===== src/hw/rtl/v3a_pkg.sv =====
`timescale 1ns / 1ps
// ----------------------------------------------------------------------------
// v3a_pkg
// shared types and defaults for the 3d vector arithmetic unit
// ----------------------------------------------------------------------------
package v3a_pkg;

    localparam int DEF_WORD_BITS = 32;
    localparam int DEF_FRAC_BITS = 16;

    typedef enum logic [2:0] {
        OP_ADD    = 3'd0,
        OP_SUB    = 3'd1,
        OP_DOT    = 3'd2,
        OP_CROSS  = 3'd3,
        OP_SCALE  = 3'd4,
        OP_LENGTH = 3'd5,
        OP_NORM   = 3'd6
    } t_op;

endpackage


===== src/hw/rtl/v3a_back.sv =====
`timescale 1ns / 1ps
// ----------------------------------------------------------------------------
// v3a_back
// result stage: picks the lane values per operation, rounds the products,
// saturates to the word and holds the result until it is taken
// ----------------------------------------------------------------------------
module v3a_back #(
    parameter int WORD_BITS = v3a_pkg::DEF_WORD_BITS,
    parameter int FRAC_BITS = v3a_pkg::DEF_FRAC_BITS
) (
    input  logic                          i_clk,
    input  logic                          i_rst_n,
    input  logic                          i_valid,
    output logic                          o_ready,
    input  logic [2:0]                    i_op,
    input  logic [2:0]                    i_neg,
    input  logic [2:0][2*WORD_BITS+2:0]   i_val,
    input  logic [WORD_BITS-1:0]          i_len,
    input  logic [2:0][FRAC_BITS:0]       i_quo,
    output logic                          o_valid,
    input  logic                          i_ready,
    output logic [WORD_BITS-1:0]          o_x,
    output logic [WORD_BITS-1:0]          o_y,
    output logic [WORD_BITS-1:0]          o_z,
    output logic                          o_ovf,
    output logic                          o_zl
);
    import v3a_pkg::*;

    localparam int W  = WORD_BITS;
    localparam int F  = FRAC_BITS;
    localparam int PW = 2 * WORD_BITS + 3;
    localparam logic signed [PW-1:0] C_HALF = PW'(1) << (F - 1);
    localparam logic [W-1:0] C_MAX = {1'b0, {(W-1){1'b1}}};
    localparam logic [W-1:0] C_MIN = {1'b1, {(W-1){1'b0}}};

    logic signed [PW-1:0] x [3];
    logic signed [PW-1:0] y [3];
    logic signed [PW-1:0] m [3];
    logic [2:0]           rnd;
    logic [2:0]           fit;
    logic [W-1:0]         res [3];
    logic                 n_zl;
    logic                 n_ovf;

    logic                 r_valid;
    logic [W-1:0]         r_x;
    logic [W-1:0]         r_y;
    logic [W-1:0]         r_z;
    logic                 r_ovf;
    logic                 r_zl;

    always_comb begin
        n_zl = 1'b0;
        for (int i = 0; i < 3; i++) begin
            x[i]   = '0;
            rnd[i] = 1'b0;
            m[i]   = PW'(i_quo[i]);
        end
        unique case (t_op'(i_op))
            OP_ADD, OP_SUB: begin
                for (int i = 0; i < 3; i++) begin
                    x[i] = i_val[i];
                end
            end
            OP_DOT: begin
                x[0]   = i_val[0];
                rnd[0] = 1'b1;
            end
            OP_CROSS, OP_SCALE: begin
                for (int i = 0; i < 3; i++) begin
                    x[i]   = i_val[i];
                    rnd[i] = 1'b1;
                end
            end
            OP_LENGTH: begin
                x[0] = PW'(i_len);
            end
            OP_NORM: begin
                if (i_len == '0) begin
                    n_zl = 1'b1;
                end else begin
                    for (int i = 0; i < 3; i++) begin
                        x[i] = i_neg[i] ? -m[i] : m[i];
                    end
                end
            end
            default: begin
                n_zl = 1'b0;
            end
        endcase
        n_ovf = 1'b0;
        for (int i = 0; i < 3; i++) begin
            y[i]   = rnd[i] ? (x[i] + C_HALF) >>> F : x[i];
            fit[i] = (&y[i][PW-1:W-1]) || !(|y[i][PW-1:W-1]);
            res[i] = fit[i] ? y[i][W-1:0] : (y[i][PW-1] ? C_MIN : C_MAX);
            n_ovf  = n_ovf || !fit[i];
        end
    end

    assign o_ready = !r_valid || i_ready;

    always_ff @(posedge i_clk) begin
        if (!i_rst_n) begin
            r_valid <= 1'b0;
        end else if (o_ready) begin
            r_valid <= i_valid;
        end
    end

    always_ff @(posedge i_clk) begin
        if (o_ready && i_valid) begin
            r_x   <= res[0];
            r_y   <= res[1];
            r_z   <= res[2];
            r_ovf <= n_ovf;
            r_zl  <= n_zl;
        end
    end

    assign o_valid = r_valid;
    assign o_x     = r_x;
    assign o_y     = r_y;
    assign o_z     = r_z;
    assign o_ovf   = r_ovf;
    assign o_zl    = r_zl;

    a_zl_clean: assert property (@(posedge i_clk) disable iff (!i_rst_n)
        r_valid && r_zl |-> r_x == '0 && r_y == '0 && r_z == '0 && !r_ovf)
        else $error("zero length result not cleared");

    a_ovf_limit: assert property (@(posedge i_clk) disable iff (!i_rst_n)
        r_valid && r_ovf |-> r_x == C_MAX || r_x == C_MIN || r_y == C_MAX
            || r_y == C_MIN || r_z == C_MAX || r_z == C_MIN)
        else $error("overflow without a saturated lane");

    a_rise_src: assert property (@(posedge i_clk) disable iff (!i_rst_n)
        $rose(r_valid) |-> $past(i_valid && o_ready))
        else $error("result appeared without a transfer in");

endmodule


===== config.mk =====
export PLATFORM = sky130hd
export DESIGN_NAME = v3a_back
export DESIGN_NICKNAME = d
export VERILOG_FILES = /design/src/hw/rtl/v3a_pkg.sv /design/src/hw/rtl/v3a_back.sv
export SDC_FILE = /design/constraint.sdc
export NUM_CORES = 1
export LEC_CHECK = 0
export ABC_AREA = 1
export BUFFER_PORTS_ARGS = -buffer_cell sky130_fd_sc_hd__buf_4
export CORE_UTILIZATION = 50
export DETAILED_ROUTE_END_ITERATION = 8
export PLACE_DENSITY_LB_ADDON = 0.15
export SLEW_MARGIN = 30
export SYNTH_ARGS = -nofsm -noshare
export SYNTH_HDL_FRONTEND = slang
export SYNTH_SLANG_ARGS = --single-unit

===== constraint.sdc =====
create_clock -name i_clk -period 9.7 [get_ports i_clk]
set_input_delay 2.91 -clock i_clk [delete_from_list [all_inputs] [get_ports i_clk]]
set_output_delay 2.91 -clock i_clk [all_outputs]
set_load 0.02 [all_outputs]

Yosys cells after proc, flatten, opt, wreduce, memory -nomap -nowiden --
Index checks and enable logic that the tools add are counted.
Word-level totals: ROM bits 0, flip-flop bits (word level) 99, input port bits 294, bits in latches 0, output and inout port bits 100, memory bits (writable) 0, memories 0
Operators by class: $lt $le $gt $ge 0, equality and inequality tests 6, multipliers 0, reductions and logical operators 26, multiplexer cells 18, div/mod/pow operators 0, shift operators 0, bitwise gates (word level) 0, $add $sub $neg 6
Operators by type and width (number):
- $mux 67 | 6
- $pmux 134 s2 | 1
- $add 67x17->67 const B | 3
- $mux 201 | 1
- $neg 17->67 | 3
- $pmux 67 s3 | 1
- $mux 32 | 6
- $reduce_and 36->1 | 3
- $reduce_or 36->1 | 3
- $logic_not 32->1 | 1
- $eq 3x3->1 const B | 3
- $logic_not 1->1 | 7
- $eq 3x2->1 const B | 2
- $logic_or 1x1->1 | 6
- $reduce_or 5->1 | 1
- $reduce_or 4->1 | 1
- $eq 3x1->1 const B | 1
- $logic_not 3->1 | 1
- $reduce_or 3->1 | 1
- $mux 1 | 2
- $mux 2 | 1
- $reduce_or 2->1 | 1
- $logic_and 1x1->1 | 1

Depth between registers and ports, before layout --
depth in word-level cells 12, depth in mapped cells 31, mapped depth without buffers 30

Least setup slack after synthesis --
OpenSTA, ideal clock, no wires.
path type input to register, from in i_valid, to reg r_ovf, in the netlist o_ovf, enable pin, setup time 0.587 ns, arrival 7.679 ns, buffers on the path 0, setup slack 1.434 ns, cell stages on the path 2, cell sequence inv_1 > a21oi_1
Between the ends: word-level cells in the longest chain between the ends 1
Ends and longest elaborated chain:
- start: declaration | RTL line v3a_back.sv:13 | input logic i_valid,
- $logic_and 1x1->1 | RTL line v3a_back.sv:112 | if (o_ready && i_valid) begin
- end signal: assignment | RTL line v3a_back.sv:116 | r_ovf <= n_ovf;
- end: declaration | RTL line v3a_back.sv:50 | logic r_ovf;
No other way between the ends. A chain may end at the register's enable or synchronous reset.

==> impl_metrics.yaml <==
synth:
  ys_seq_area_share_pct: 19.6
  synth_area_sq_mm: 0.0151
  ys_types: 52
  synth_top_family_by_area: "simple AND/OR/NAND/NOR gates"
  synthSimpleGateAreaFrac_pct: 54.5
  syn_area_per_cell_sq_um: 5.48
  yosysTopAreaCell: "nand2_1"
  synth_nets: 3061
  synth-adder-area-share_pct: 0.745
  synthMuxAreaShare_pct: 0
  synthTopCellsByCount: "nand2_1 (1205), nor2_1 (361), inv_1 (211)"
  synth_warnings: 0
  synth_compound_area_share_pct: 12.0
  synth.most_common_cell: "nand2_1"
  synth_area_leaders: "nand2_1 (30%), edfxtp_1 (19%), nor2_1 (9.0%)"
  synth_top_area_share_pct: 29.9
  synth_flop_cell: "edfxtp_1"
  ys_ff_latch: 99
  synthXorXnorAreaFrac_pct: 3.07
  synth-edff-count: 98
  synth_cells: 2758
  async_flop_share_pct: 0
place:
  portBuffers: 393
  hpwl_microns: 53100
  gp_congestion: 1.05
clock_tree:
  cts_tree: "yes"
  cts_hold_buf: 0
  cts.sinks: 99
  numCtsBuffers: 9
  cts_setup_buffers: 0
  cts-root-buf: "clkbuf_16"
  ctsResizeCount: 0
  clk_pin_slew_ps: 90
  insertion_delay_ps: 370
  clockBufferDepth: 2
  ctsHtreeMaxLevel: 3
setup_path:
  reg2reg_from: "o_valid"
  worstPathMaxFanout: 31
  worstPathRequired_ps: 9810
  critPathKind: "input pin to register"
  cp.buffers_inverters: 3
  startpoint_type: "input pin"
  ff2ff_setup_slack_ps: 7710
  slowest_delay_ps: 600
  arrival_ps: 7400
  rr_worst_depth: 2
  cp-end-kind: "register"
  crit_chain: "buf_4 -> inv_2 -> nand3_4 -> inv_1 -> nand2_1 -> o21bai_1 -> ha_1 -> nand2_1 -> nor2_4 -> nand2_1 -> nor2_2 -> nand2_2 -> o21ai_1 -> nand3_1 -> nand2_1 -> nand2_1 -> nor2_1 -> nand2_1 -> nor2_1 -> nand3_1 -> nand3_2 -> nand2_1"
  cpMaxStageDelayCell: "nand2_1"
  crit_top_cell: "nand2_1"
  critPathTopFamily: "simple AND/OR/NAND/NOR gates"
  r2r-end: "o_z[21]"
route:
  first_pass_iters: 7
  ant_nets: 0
  drc: 0
  vias_per_cell: 5.86
  finalWirelength_microns: 66300
  vias: 20300
  wire_per_inst_microns: 19.1
  drtIter0Drc: 2957
grt:
  grt.total_usage_pct: 41.7
  grt_start_max_net_pins: 101
  antenna_found_initial: 3
  grt_pass1_vias: 18400
  grt_pass1_wl_microns: 101000
  grt-ovfl-total: 0
sta:
  tns_ps: 0
  setup_violations: 0
  hold_slack_ps: 579
  finalCriticalPeriod_ps: 7290
  grt_setup_unrepaired: "no"
  report.final.slew_viol_count: 0
  worstMarginPinSlew_ps: 1020
  clock_skew_ps: 16.2
  hold_viol_final: 0
  fin_crit_sh_pct: 75.2
  max_slew_margin_pct: 31.3
  fmax_mhz: 137
floorplan:
  core_area_sq_mm: 0.0297
  rows: 63
  die-area_sq_mm: 0.0309
  io-pin-count: 394
  die_h_microns: 176
  die_x_microns: 176
  start_util_pct: 50.9
pwr:
  p_leak_nw: 8.44
  power_density_mw_per_mm2: 92.8
  ir_drop_uv: 99.5
status:
  outcome: "finished, final reports clean"
finish:
  areaGrowthSynthToFinish_pct: 21.6
  final_nets: 3372
  n_fill_cell: 2990
  drive_above_1_share_pct: 17.8
min_path:
  hold_path_class: "register to register"
  hold_path_end: "o_valid"
  worstHoldPathCells: 2
  hp-start: "o_valid"
flow_run:
  maxCapViolations: 0
registers in the layout, summed over array words and instances (netlist names):
| name | flops |
|---|---|
| o_y | 32 |
| o_z | 32 |
| o_valid | 1 |
| o_ovf | 1 |
| o_x | 32 |
| o_zl | 1 |
cell families (layout without fill, tap and decap cells):
logic type               after synthesis  in the layout
adder cells (fa/ha/maj)                9              9
flip-flops                            99             99
AND/OR/NAND/NOR                     1952           1952
buffers and inverters                340            656
XOR/XNOR                              53             53
AO/OA/AOI/OAI                        305            305
other                                  0              2
how the worst max path moves through the flow:
stage / start / endpoint / slack (ps) / cells past startpoint
after global routing: i_len[23] / o_z[6] / 2010 / 24
final: i_op[0] / o_x[24] / 2410 / 22
after CTS: i_op[1] / o_y[17] / 2590 / 22
after floorplan: i_valid / o_ovf / 1430 / 2
after global placement: i_op[0] / o_z[6] / 2250 / 21
after detailed placement: i_op[1] / o_y[17] / 2220 / 22
layout by cell type, fill, tap and decap left out, types with 30 or more instances in the layout:
| cell type | count |
|---|---|
| a21oi_1 | 73 |
| buf_4 | 402 |
| edfxtp_1 | 98 |
| inv_1 | 211 |
| nand2_1 | 1205 |
| nand2_2 | 33 |
| nand3_1 | 194 |
| nand4_1 | 66 |
| nor2_1 | 361 |
| o21ai_0 | 107 |
| xor2_1 | 30 |
per-stage QoR:
step	util (%)	total power, mW	worst slack (ps)	cells	area, sq um
after floorplan	-	0.999	1430	2758	15100
after global placement	60.7	1.29	2250	3447	18000
after detailed placement	60.7	1.30	2220	3447	18000
after CTS	61.8	1.68	2590	3463	18400
after global routing	61.9	1.78	2010	3465	18400
final	61.9	1.71	2410	3466	18400
report_power, final:
part | internal [mW] | total (mW) | switching [mW]
clock | 0.187 | 0.391 | 0.204
sequential | 0.517 | 0.532 | 0.0144
combinational | 0.270 | 0.783 | 0.513
total | 0.974 | 1.71 | 0.732
final cells by class:
class	count	area [sq um]	area share [%]
Inverter	237	895	4.87
Clock buffer	9	225	1.23
Sequential cell	99	2960	16.1
Timing Repair Buffer	403	3040	16.6
Antenna cell	2	5.00	0.0272
Clock inverter	7	86.3	0.470
Multi-Input combinational cell	2319	10700	58.1
Tap cell	390	488	2.65
worst reg2reg max path: stages, from the launching register on:
cell	delay, ps
dfxtp_1	360
a21oi_4	380
buf_4	790
routing by layer:
layer  wire (microns)  up-vias  global-route usage (%)
met5               34        -                       0
met4             3050        4                    17.4
met3             7460      226                    7.58
met2            29500     1436                    67.5
met1            26200     9134                    54.4
li1                 -     9526                       -
(Power assumes the default switching activity.)
