<file path="config.mk">
export PLATFORM = sky130hd
export DESIGN_NAME = v3a_div_cell
export DESIGN_NICKNAME = d
export VERILOG_FILES = /design/src/hw/rtl/v3a_pkg.sv /design/src/hw/rtl/v3a_div_cell.sv
export SDC_FILE = /design/constraint.sdc
export NUM_CORES = 1
export LEC_CHECK = 0
export ABC_CLOCK_PERIOD_IN_PS = 6100
export BUFFER_PORTS_ARGS = -buffer_cell sky130_fd_sc_hd__buf_2
export CAP_MARGIN = 20
export CORE_UTILIZATION = 50
export DETAILED_ROUTE_END_ITERATION = 12
export GPL_ROUTABILITY_DRIVEN = 0
export HOLD_SLACK_MARGIN = 0.08
export PLACE_DENSITY = 0.78
export SLEW_MARGIN = 20
export SYNTH_ARGS = -nofsm -noshare
export SYNTH_HDL_FRONTEND = slang
export SYNTH_SLANG_ARGS = --single-unit
export TNS_END_PERCENT = 30
</file>
<file path="constraint.sdc">
create_clock -name i_clk -period 6.1 [get_ports i_clk]
set_clock_uncertainty 0.05 [all_clocks]
set_input_delay 0.305 -clock i_clk [delete_from_list [all_inputs] [get_ports i_clk]]
set_output_delay 0.305 -clock i_clk [all_outputs]
set_load 0.005 [all_outputs]
</file>
<file path="src/hw/rtl/v3a_pkg.sv">
`timescale 1ns / 1ps
// ----------------------------------------------------------------------------
// v3a_pkg
// shared types and defaults for the 3d vector arithmetic unit
// ----------------------------------------------------------------------------
package v3a_pkg;

    localparam int DEF_WORD_BITS = 32;
    localparam int DEF_FRAC_BITS = 16;

    typedef enum logic [2:0] {
        OP_ADD    = 3'd0,
        OP_SUB    = 3'd1,
        OP_DOT    = 3'd2,
        OP_CROSS  = 3'd3,
        OP_SCALE  = 3'd4,
        OP_LENGTH = 3'd5,
        OP_NORM   = 3'd6
    } t_op;

endpackage

</file>
<file path="src/hw/rtl/v3a_div_cell.sv">
`timescale 1ns / 1ps
// ----------------------------------------------------------------------------
// v3a_div_cell
// one quotient bit of the normalize divide for all three lanes, restoring
// step against the shared length
// ----------------------------------------------------------------------------
module v3a_div_cell #(
    parameter int WORD_BITS = v3a_pkg::DEF_WORD_BITS,
    parameter int FRAC_BITS = v3a_pkg::DEF_FRAC_BITS,
    parameter int SIDE_BITS = 8
) (
    input  logic                        i_clk,
    input  logic                        i_rst_n,
    input  logic                        i_valid,
    output logic                        o_ready,
    input  logic [WORD_BITS-1:0]        i_len,
    input  logic [2:0][WORD_BITS-1:0]   i_rem,
    input  logic [2:0][FRAC_BITS:0]     i_quo,
    input  logic [SIDE_BITS-1:0]        i_side,
    output logic                        o_valid,
    input  logic                        i_ready,
    output logic [WORD_BITS-1:0]        o_len,
    output logic [2:0][WORD_BITS-1:0]   o_rem,
    output logic [2:0][FRAC_BITS:0]     o_quo,
    output logic [SIDE_BITS-1:0]        o_side
);
    localparam int W = WORD_BITS;
    localparam int F = FRAC_BITS;

    logic [W:0]           t [3];
    logic [W:0]           d [3];
    logic [2:0]           ge;
    logic [2:0][W-1:0]    n_rem;
    logic [2:0][F:0]      n_quo;
    logic                 r_valid;
    logic [W-1:0]         r_len;
    logic [2:0][W-1:0]    r_rem;
    logic [2:0][F:0]      r_quo;
    logic [SIDE_BITS-1:0] r_side;

    always_comb begin
        for (int i = 0; i < 3; i++) begin
            t[i]     = {i_rem[i], 1'b0};
            ge[i]    = t[i] >= {1'b0, i_len};
            d[i]     = ge[i] ? t[i] - {1'b0, i_len} : t[i];
            n_rem[i] = d[i][W-1:0];
            n_quo[i] = {i_quo[i][F-1:0], ge[i]};
        end
    end

    assign o_ready = !r_valid || i_ready;

    always_ff @(posedge i_clk) begin
        if (!i_rst_n) begin
            r_valid <= 1'b0;
        end else if (o_ready) begin
            r_valid <= i_valid;
        end
    end

    always_ff @(posedge i_clk) begin
        if (o_ready && i_valid) begin
            r_len  <= i_len;
            r_rem  <= n_rem;
            r_quo  <= n_quo;
            r_side <= i_side;
        end
    end

    assign o_valid = r_valid;
    assign o_len   = r_len;
    assign o_rem   = r_rem;
    assign o_quo   = r_quo;
    assign o_side  = r_side;

endmodule

</file>
Yosys cells after proc, flatten, opt, wreduce, memory -nomap -nowiden --
Cells that the tools add are included.
Word-level totals: register bits 188, bits of input ports 191, output and inout port bits 189, logic and storage cells 24
Cells by class: add/subtract/negate cells 3, order comparisons 3, multiplexer cells 3, reduce and logical (&&, ||, !) cells 3
Operators with widths (count):
- $ge A33 B32 Y1 | 3
- $mux W32 | 3
- $sub A32 B32 Y32 | 3
- $logic_and A1 B1 Y1 | 1
- $logic_not A1 Y1 | 1
- $logic_or A1 B1 Y1 | 1

Longest topological paths before layout --
Gate-level depths: netlist of the first run.
depth after elaboration 3, mapped depth 14, mapped depth without buffers 12

Worst setup path before layout of the first run --
Ideal clock, no wire load.
path type input-to-reg, start in i_ready, end reg r_len[0] (netlist: o_len[0]) (enable), library setup time 570 ps, data arrival time 4731 ps, required time 5480 ps, path slack 749 ps, stages on the path 2, path buffers 0, cells stage by stage nand2b_1 > and2_1
On the way: cells in the longest elaborated chain, start to end 2
RTL lines:
- from (decl) | line v3a_div_cell.sv:21 | input logic i_ready,
- $logic_or A1 B1 Y1 | line v3a_div_cell.sv:51 | assign o_ready = !r_valid || i_ready;
- $logic_and A1 B1 Y1 | line v3a_div_cell.sv:62 | if (o_ready && i_valid) begin
- to (signal assigned) | line v3a_div_cell.sv:63 | r_len <= i_len;
- to (decl) | line v3a_div_cell.sv:36 | logic [W-1:0] r_len;
No other way between the ends. A chain may end at the register's enable or synchronous reset.

==> results.md, run 1 <==
- Number of flops mapped to enable cells by yosys: 187
- CP bufs+invs: 4
- HPWL after DPL: 27.0 mm
- Leak pwr: 6.88 nW
- Die width: 158 um
- Sequential share of the synthesized area: 46.4%
- Yosys reg bits: 188
- Largest net degree at the start of global routing: 126
- Crit. End Element: flip-flop
- Layout filler cell count: 1836
- Cells after DPL: 1817
- CTS Buf Count: 17
- DRC errors left: 0
- Endpoints failing setup: 0
- DR WL/cell: 18.8 um
- Core area: 23700 sq um
- Worst path max stage delay: 0.55 ns
- Initial Util: 51.3%
- FMAX: 237 MHz
- Syn Inst Count: 1161
- RSZ-0062 raised after global routing: no
- Min Tclk post-route: 4.21 ns
- CTS tree: built
- IO buf count: 376
- Critical path, cell by cell: dlygate4sd3_1 -> buf_2 -> inv_1 -> ha_1 -> nand3b_1 -> a21oi_1 -> o31ai_1 -> a2111o_1 -> a31oi_4 -> a41oi_4 -> o31ai_4 -> buf_4 -> mux2_2
- Top delay family on crit path: compound AO/OA/AOI/OAI gates
- Fin util: 66.8%
- Synth Cell Area: 12100 sq um
- CP Data Required Time: 6.21 ns
- Drt total wl: 36.6 mm
- Global-route wire length before repair: 53.2 mm
- Syn Area/Cell: 10.5 sq um
- CP max FO: 44
- Syn. warnings: 0
- Setup crit start kind: input port
- Most frequent cell after synthesis: edfxtp_1
- Number of DRC markers in iteration 0: 749
- Clk Latency, worst-skew pair: 0.42 ns
- Vias per cell: 5.60
- Drt first pass iters: 5
- Asr flop ratio synth: 0%
- Worst slew pin tran: 0.878 ns
- Vias: 10900
- Worst hold path type: input port to flip-flop
- Post-CTS Setup Repair Bufs: 0
- Max VDD drop: 150 uV
- Root Driver: clkbuf_16
- Period utilization: 69.1%
- H-tree levels: 4
- Synth cell types: 60
- Syn nets: 1451
- Max-slew headroom: 41.5%
- Layout cells sized above 1: 29.3%
- Arrival @ worst endpoint: 4.33 ns
- Antenna Violating Nets Remaining: 0
- Setup ws final: 1.89 ns
- Slowest cell on the critical path: dlygate4sd3_1
- Vias in the first global route: 10300
- Power per cell area: 242 nW/um^2
- Die H: 158 um
- Top_reg_cell synth: edfxtp_1
- Synth top cells by count: edfxtp_1, a21oi_1, nor2_1
- Maxcap violations: 0
- # IOs: 380
- Dominant cell type by area after synthesis: edfxtp_1
- Die area: 24900 sq um
- Sink Count: 188
- Clock buffer depth: 2
- Row cnt: 56
- Worst slack at placement: 2.03 ns
- Final Hold Vio Count: 0
- Total negative slack: 0 ns
- Fin cells: 1942
- Synth area leaders: edfxtp_1, ha_1, a21oi_1
- Status: finished, final reports clean
- Final slew viol count: 0
- Top-area cell type share of the netlist area: 46.2%
- Post-layout net count: 1896
- Critical path class: input port to flip-flop
- Congestion Overflow GR: 0
- Gr usage total: 28.4%
- Worst hold slack: 0.147 ns
- Synthesis-to-finish area growth: 30.3%
- Reg clk slew, reported paths: 0.07 ns
- Initial antenna violation count: 5
## logic make-up after synthesis
| kind of cell | synth area share (%) |
|---|---|
| and+or+nand+nor | 11.8 |
| AOI/OAI and AO/OA | 17.8 |
| muxes | 4.75 |
| DFF | 46.4 |
| adders and majority gates | 10.4 |
| buffers and inverters | 3.44 |
| xor gates and xnor gates | 5.41 |
## state kept, by name, summed over array words and instances, names as in the netlist
signal and cells:
o_len 32, o_valid 1, o_rem 96, o_quo 51
o_side 8
## final timing paths
path	start	endpoint	slack (ns)	cells after the start
max	i_len[2]	o_rem[5]	1.89	13
min	i_len[1]	o_len[1]	0.15	1
max reg2reg	o_valid	o_len[8]	3.81	3
min reg2reg	o_valid	o_quo[11]	1.08	2
## layout make-up
class	instances	area (sq um)	share of cell area, %
sequential	188	5640	35.6
tap	319	399	2.52
timing repair buffer	468	2830	17.9
antenna	4	10.0	0.0633
clock inverter	14	161	1.02
clock buffer	18	439	2.78
multi-input combinational	870	6120	38.7
inverter	61	229	1.45
## metrics by stage
stage	area, sq um	power, mW
6_report	15800	3.83
3_3_place_gp	14300	2.62
4_1_cts	15800	3.83
5_1_grt	15800	4.01
3_5_place_dp	14300	2.65
2_1_floorplan	12100	2.31
## per-layer routing
layer  wire length (um)  share of wire, %  up-vias  track usage, %
met5                 13             0.036        -               0
met3               2650               7.2       95            6.30
met1              14200                39     5059            32.5
met4               2070               5.7        2            17.0
met2              17600                48      472            48.5
li1                   -                 -     5253               -
## worst register-to-register path: stages, from the launching register on
cell and delay [ns]:
dfxtp_1 0.32, nand2b_1 0.13, and2_4 0.71, buf_12 0.59
## placed cells by master (no fill, tap or decap), types with 7 or more instances in the layout
cell type / instances
a21o_1: 43
o21a_1: 23
a211oi_1: 10
and3_1: 14
clkbuf_16: 17
nor2b_1: 15
nor3_1: 21
nor4_1: 9
xor2_1: 29
xnor2_1: 46
edfxtp_1: 187
nor2_1: 98
o21ai_0: 51
mux2i_1: 7
mux2_2: 45
buf_2: 376
o31ai_1: 8
inv_1: 61
a21oi_1: 135
nand3_1: 18
nand2b_1: 9
dlygate4sd3_1: 88
o21bai_1: 9
nand4_1: 24
ha_1: 96
nand2_1: 73
## power breakdown
part / internal (mW) / switching (mW) / total (mW)
logic: 0.487 / 0.592 / 1.08
registers: 1.59 / 0.0289 / 1.61
clock network: 0.568 / 0.570 / 1.14
total: 2.64 / 1.19 / 3.83
## what timing repair did
action                    CTS  global route
hold buffers               88             0
hold endpoints to repair   87             0
gates resized for setup     0             0
Note: power is estimated with default switching activity, not from simulation.
==> run 2: changes to the inputs <==
--- a/config.mk
+++ b/config.mk
@@ -5,14 +5,14 @@
 export SDC_FILE = /design/constraint.sdc
 export NUM_CORES = 1
 export LEC_CHECK = 0
-export ABC_CLOCK_PERIOD_IN_PS = 6100
+export ABC_CLOCK_PERIOD_IN_PS = 3600
 export BUFFER_PORTS_ARGS = -buffer_cell sky130_fd_sc_hd__buf_2
 export CAP_MARGIN = 20
-export CORE_UTILIZATION = 50
+export CORE_UTILIZATION = 47
 export DETAILED_ROUTE_END_ITERATION = 12
 export GPL_ROUTABILITY_DRIVEN = 0
 export HOLD_SLACK_MARGIN = 0.08
-export PLACE_DENSITY = 0.78
+export PLACE_DENSITY = 0.77
 export SLEW_MARGIN = 20
 export SYNTH_ARGS = -nofsm -noshare
 export SYNTH_HDL_FRONTEND = slang
==> constraint.sdc (replaced) <==
create_clock -name i_clk -period 3.6 [get_ports i_clk]
set_clock_uncertainty 0.05 [all_clocks]
set_input_delay 0.18 -clock i_clk [delete_from_list [all_inputs] [get_ports i_clk]]
set_output_delay 0.18 -clock i_clk [all_outputs]
set_load 0.005 [all_outputs]
==> results.md, run 2 (synthesized netlist as in run 1, its figures left out) <==
- R2r worst-path depth: 3
- Reg clk slew, reported paths: 0.08 ns
- Final slew viol count: 0
- Die width: 163 um
- Die H: 163 um
- CP Data Required Time: 3.73 ns
- Number of DRC markers in iteration 0: 894
- WHS Path Cells: 3
- Critical register-to-register path startpoint: o_valid
- Status: finished, final reports clean
- CTS tree: built
- CTS Buf Count: 17
- Vias: 11400
- Worst hold path type: input port to flip-flop
- M1 GR Usage: 32.8%
- Total negative slack: 0 ns
- Post-layout net count: 2000
- M2 GR Usage: 51.3%
- Sink Count: 188
- DR WL/cell: 18.9 um
- Gr busiest metal: met2
- Vias per cell: 5.53
- Die area: 26500 sq um
- Fin cells: 2056
- H-tree levels: 4
- # IOs: 380
- Maxcap violations: 0
- Final Hold Vio Count: 0
- HPWL after DPL: 28.1 mm
- Root Driver: clkbuf_16
- Commonest non-fill, non-tap cell in the layout: buf_2
- Endpoints failing setup: 0
- Initial antenna violation count: 3
- Congestion Overflow GR: 0
- Met3 Use GR: 4.30%
- Total power: 6.65 mW
- Period utilization: 95.6%
- FMAX: 291 MHz
- Largest net degree at the start of global routing: 61
- Critical Path Source: i_len[1]
- Setup crit start kind: input port
- Leak pwr: 7.35 nW
- Largest register FFs: 96
- Max VDD drop: 284 uV
- Arrival @ worst endpoint: 3.57 ns
- Global-route wire length before repair: 57.5 mm
- Crit path to: o_rem[69]
- Worst slew pin tran: 0.766 ns
- Commonest cells after routing, fill and taps aside: buf_2, edfxtp_1, dlygate4sd3_1
- Drt first pass iters: 5
- Min Tclk post-route: 3.44 ns
- Critical path class: input port to flip-flop
- Reg2reg end: o_quo[0]
- Crit. End Element: flip-flop
- Drt total wl: 38.9 mm
- Worst R2R Setup Slack: 1.71 ns
- Gr usage total: 28.4%
- Core area: 25300 sq um
- RSZ-0062 raised after global routing: no
- Layout cells sized above 1: 28.8%
- CP max FO: 26
- Layout filler cell count: 1913
- Max-slew headroom: 48.9%
- Cells after DPL: 1846
- Synthesis-to-finish area growth: 39.1%
- Vias in the first global route: 10900
- Row cnt: 58
- DRC errors left: 0
- IO buf count: 376
- Antenna Violating Nets Remaining: 0
- Clk Latency, worst-skew pair: 0.43 ns
- Clock buffer depth: 2
- Initial Util: 48.1%
- Power per cell area: 394 nW/um^2
-- run 2: area by class of cell --
cell class,instances,area [sq um],area share [%]
timing repair buffer,572,3870,22.9
tap,330,413,2.44
clock inverter,14,166,0.985
antenna,3,7.51,0.0444
inverter,61,229,1.36
sequential,188,5640,33.4
clock buffer,18,439,2.60
multi-input combinational,870,6140,36.3
-- run 2: worst min-delay path by stage --
stage              start        end  slack, ns
2_1_floorplan   i_len[0]   o_len[0]       0.23
3_3_place_gp   i_quo[43]  o_quo[44]       0.31
3_5_place_dp   i_quo[37]  o_quo[38]       0.31
4_1_cts        i_rem[48]  o_rem[49]       0.08
5_1_grt        i_rem[24]  o_rem[25]       0.09
6_report       i_rem[24]  o_rem[25]       0.09
-- run 2: metal layers --
metal / vias to the layer above / wire [um]
met5: - / 0
met4: 0 / 1610
met3: 93 / 2260
met1: 5294 / 15200
li1: 5449 / -
met2: 531 / 19800
-- run 2: what timing repair did --
item / CTS / global route
hold endpoints to repair: 170 / 2
gates resized for setup: 0 / 6
buffers inserted: 0 / 1
hold buffers: 171 / 2
setup endpoints to repair: 0 / 36
-- run 2: stage by stage --
stage | area (sq um) | hold slack [ns] | utilization (%) | setup WS (ns)
6_report | 16900 | 0.0950 | 66.9 | 0.158
2_1_floorplan | 12100 | 0.229 | - | 0.373
4_1_cts | 16800 | 0.0837 | 66.6 | 0.126
3_3_place_gp | 14500 | 0.306 | 57.4 | 0.301
3_5_place_dp | 14500 | 0.308 | 57.4 | 0.238
5_1_grt | 16900 | 0.0917 | 66.9 | 0.000473
-- run 2: critical path: stages --
cell,delay [ns]
dlygate4sd3_1,0.54
buf_2,0.13
inv_1,0.12
ha_1,0.26
nor2b_1,0.16
o31ai_1,0.40
a211oi_1,0.15
nor2_1,0.28
o21ai_1,0.20
o21ai_1,0.19
a21oi_2,0.11
a31oi_4,0.25
buf_12,0.21
mux2_2,0.36
-- run 2: power breakdown --
group | internal (mW) | switching, mW
logic | 0.920 | 1.04
registers | 2.69 | 0.0546
clock network | 0.962 | 0.990
==> run 3: changes to the inputs <==
--- a/config.mk
+++ b/config.mk
@@ -5,14 +5,15 @@
 export SDC_FILE = /design/constraint.sdc
 export NUM_CORES = 1
 export LEC_CHECK = 0
-export ABC_CLOCK_PERIOD_IN_PS = 3600
+export ABC_AREA = 1
+export ABC_CLOCK_PERIOD_IN_PS = 4000
 export BUFFER_PORTS_ARGS = -buffer_cell sky130_fd_sc_hd__buf_2
 export CAP_MARGIN = 20
-export CORE_UTILIZATION = 47
+export CORE_UTILIZATION = 50
 export DETAILED_ROUTE_END_ITERATION = 12
 export GPL_ROUTABILITY_DRIVEN = 0
 export HOLD_SLACK_MARGIN = 0.08
-export PLACE_DENSITY = 0.77
+export PLACE_DENSITY = 0.76
 export SLEW_MARGIN = 20
 export SYNTH_ARGS = -nofsm -noshare
 export SYNTH_HDL_FRONTEND = slang
==> constraint.sdc (replaced) <==
create_clock -name i_clk -period 4 [get_ports i_clk]
set_clock_uncertainty 0.05 [all_clocks]
set_input_delay 0.2 -clock i_clk [delete_from_list [all_inputs] [get_ports i_clk]]
set_output_delay 0.2 -clock i_clk [all_outputs]
set_load 0.005 [all_outputs]
==> results.md, run 3 <==
- Status: finished, final reports clean
- Synth area leaders: edfxtp_1, nand2_1, inv_1
- Commonest non-fill, non-tap cell in the layout: nand2_1
- Number of flops mapped to enable cells by yosys: 187
- Worst R2R Setup Slack: 2.08 ns
- Endpoints failing setup: 0
- Slowest cell on the critical path: dlygate4sd3_1
- M1 WL: 19.3 mm
- Sw power: 2.10 mW
- Layout Cell Area excl Fill: 19100 sq um
- H-tree levels: 4
- Congestion Overflow GR: 0
- Largest net degree at the start of global routing: 91
- Number of DRC markers in iteration 0: 1149
- Asr flop ratio synth: 0%
- Critical path, cell by cell: dlygate4sd3_1 -> buf_2 -> inv_1 -> ha_1 -> nand2_1 -> nor2_1 -> nand2_1 -> nor2_1 -> nand2_1 -> nand3_1 -> nor2_1 -> nand2_4 -> inv_2 -> nand2_1 -> nand2_1
- Critical register-to-register path startpoint: o_valid
- Worst hold path type: input port to flip-flop
- Vias: 15400
- Die H: 172 um
- Post-layout net count: 2916
- Syn nets: 2361
- Synthesis-to-finish area growth: 31.9%
- Gr usage total: 32.9%
- Synth top cells by count: nand2_1, inv_1, edfxtp_1
- HPWL after DPL: 36.6 mm
- Wire length on met2: 23.8 mm
- Largest register FFs: 96
- DRC errors left: 0
- Hold path start: i_rem[61]
- R2r worst-path depth: 2
- Max-slew headroom: 50.9%
- Internal: 4.11 mW
- Period utilization: 77.4%
- Drt total wl: 49.7 mm
- Layout filler cell count: 2439
- Sequential share of the synthesized area: 38.8%
- Initial antenna violation count: 3
- Max VDD drop: 218 uV
- WHS Path Cells: 3
- # IOs: 380
- CP max FO: 34
- Core area: 28600 sq um
- CTS Buf Count: 17
- Arrival @ worst endpoint: 3.24 ns
- Dpl cell area: 16700 sq um
- Most Frequent Cell on Critical Path: nand2_1
- RSZ-0062 raised after global routing: no
- Yosys reg bits: 188
- Min Tclk post-route: 3.10 ns
- Dominant cell type by area after synthesis: edfxtp_1
- Antenna Violating Nets Remaining: 0
- Leak pwr: 10.4 nW
- Final Hold Vio Count: 0
- Syn Area/Cell: 7.01 sq um
- Clock buffer depth: 2
- Top-area cell type share of the netlist area: 38.7%
- Commonest cells after routing, fill and taps aside: nand2_1, inv_1, buf_2
- Vias in the first global route: 14300
- Clk pwr share: 29.4%
- Total power: 6.21 mW
- Logic pwr share: 31.0%
- FMAX: 323 MHz
- Sink Count: 188
- Top_reg_cell synth: edfxtp_1
- CP Data Required Time: 4.15 ns
- Global-route wire length before repair: 73.4 mm
- Setup crit start kind: input port
- Worst path max stage delay: 0.55 ns
- Vias per cell: 5.09
- Synth cell types: 31
- Worst slew pin tran: 0.735 ns
- Crit. End Element: flip-flop
- Top Layer Used: met5
- Post-CTS Setup Repair Bufs: 0
- Power per cell area: 324 nW/um^2
- IO buf count: 376
- Synth Cell Area: 14500 sq um
- Drt first pass iters: 5
- Total negative slack: 0 ns
- Root Driver: clkbuf_16
- Met3 wire len: 3.95 mm
- Most frequent cell after synthesis: nand2_1
- Initial Util: 50.7%
- Reg2reg end: o_rem[10]
- Reg clk slew, reported paths: 0.07 ns
- Die area: 29700 sq um
- DR WL/cell: 16.4 um
- Switching Fraction: 33.9%
- Syn. warnings: 0
- Syn Inst Count: 2071
- Final slew viol count: 0
- Layout cells sized above 1: 16.9%
- Sequential Power Share: 39.7%
- Critical path class: input port to flip-flop
- CTS tree: built
- Row cnt: 62
- Die width: 172 um
- Hold Path End: o_rem[62]
- Clk Latency, worst-skew pair: 0.44 ns
- Maxcap violations: 0
- Post-CTS resize count: 0
==> run 3: changes by cell type after synthesis, moves of 30 or more <==
cell	delta
a21o_1	-41
o21ai_0	-47
clkbuf_1	-30
nand3_1	+91
mux2_2	-45
a21oi_1	-72
nand2_1	+844
xnor2_1	-43
inv_1	+321
==> run 3: worst max-delay path by stage <==
stage | startpoint | endpoint | slack (ns)
6_report | i_len[26] | o_rem[81] | 0.90
5_1_grt | i_len[13] | o_rem[85] | 0.62
4_1_cts | i_len[7] | o_rem[90] | 0.96
3_5_place_dp | i_len[7] | o_rem[64] | 1.07
3_3_place_gp | i_len[26] | o_rem[81] | 1.12
2_1_floorplan | o_valid | o_len[0] | 0.09
==> run 3: power by group through the flow <==
stage	Combinational, mW	Clock, mW	Sequential [mW]
after floorplan	1.09	0	2.53
after global placement	1.70	0	2.50
after detailed placement	1.73	0	2.50
after CTS	1.88	1.84	2.46
after global routing	2.13	1.89	2.48
final	1.92	1.82	2.46
==> run 3: repair_timing <==
item / CTS / global route
hold endpoints to repair: 177 / 0
endpoints found under the setup margin: 0 / 0
hold buffers: 178 / 0
==> run 3: area by class of cell <==
cell class	instances	area [sq um]	area share [%]
Tap cell	384	480	2.51
Inverter	387	1460	7.61
Multi-Input combinational cell	1474	7220	37.7
Sequential cell	188	5640	29.4
Antenna cell	4	10.0	0.0523
Clock buffer	17	425	2.22
Clock inverter	15	199	1.04
Timing Repair Buffer	558	3720	19.4
==> run 3: kinds of logic after synthesis <==
kind of cell	count (synthesis)	share of synthesized area [%]
AOI/OAI and AO/OA	74	2.67
xor gates and xnor gates	42	2.53
adders and majority gates	99	8.69
buffers and inverters	409	11.5
DFF	188	38.8
and+or+nand+nor	1259	35.8
==> run 3: per-stage QoR <==
step	setup slack, ns	instances	util (%)	hold slack, ns
floorplan	0.0865	2071	-	0.249
global placement	1.12	2813	58.5	0.327
detailed placement	1.07	2813	58.5	0.329
CTS	0.964	3023	66.9	0.0877
global route	0.615	3025	66.9	0.0956
finish	0.904	3027	66.9	0.105
==> run 3: per-layer routing <==
layer	up-vias	global-route usage (%)
li1	7523	-
met1	6953	38.2
met2	754	57.2
met3	164	5.93
met4	2	18.1
met5	-	0
==> run 3: worst max-delay path: cells and delay by family <==
kind | cells | cell delay, ns
buf+inv | 4 | 1.40
fa+ha+maj | 1 | 0.30
simple gates | 10 | 1.30
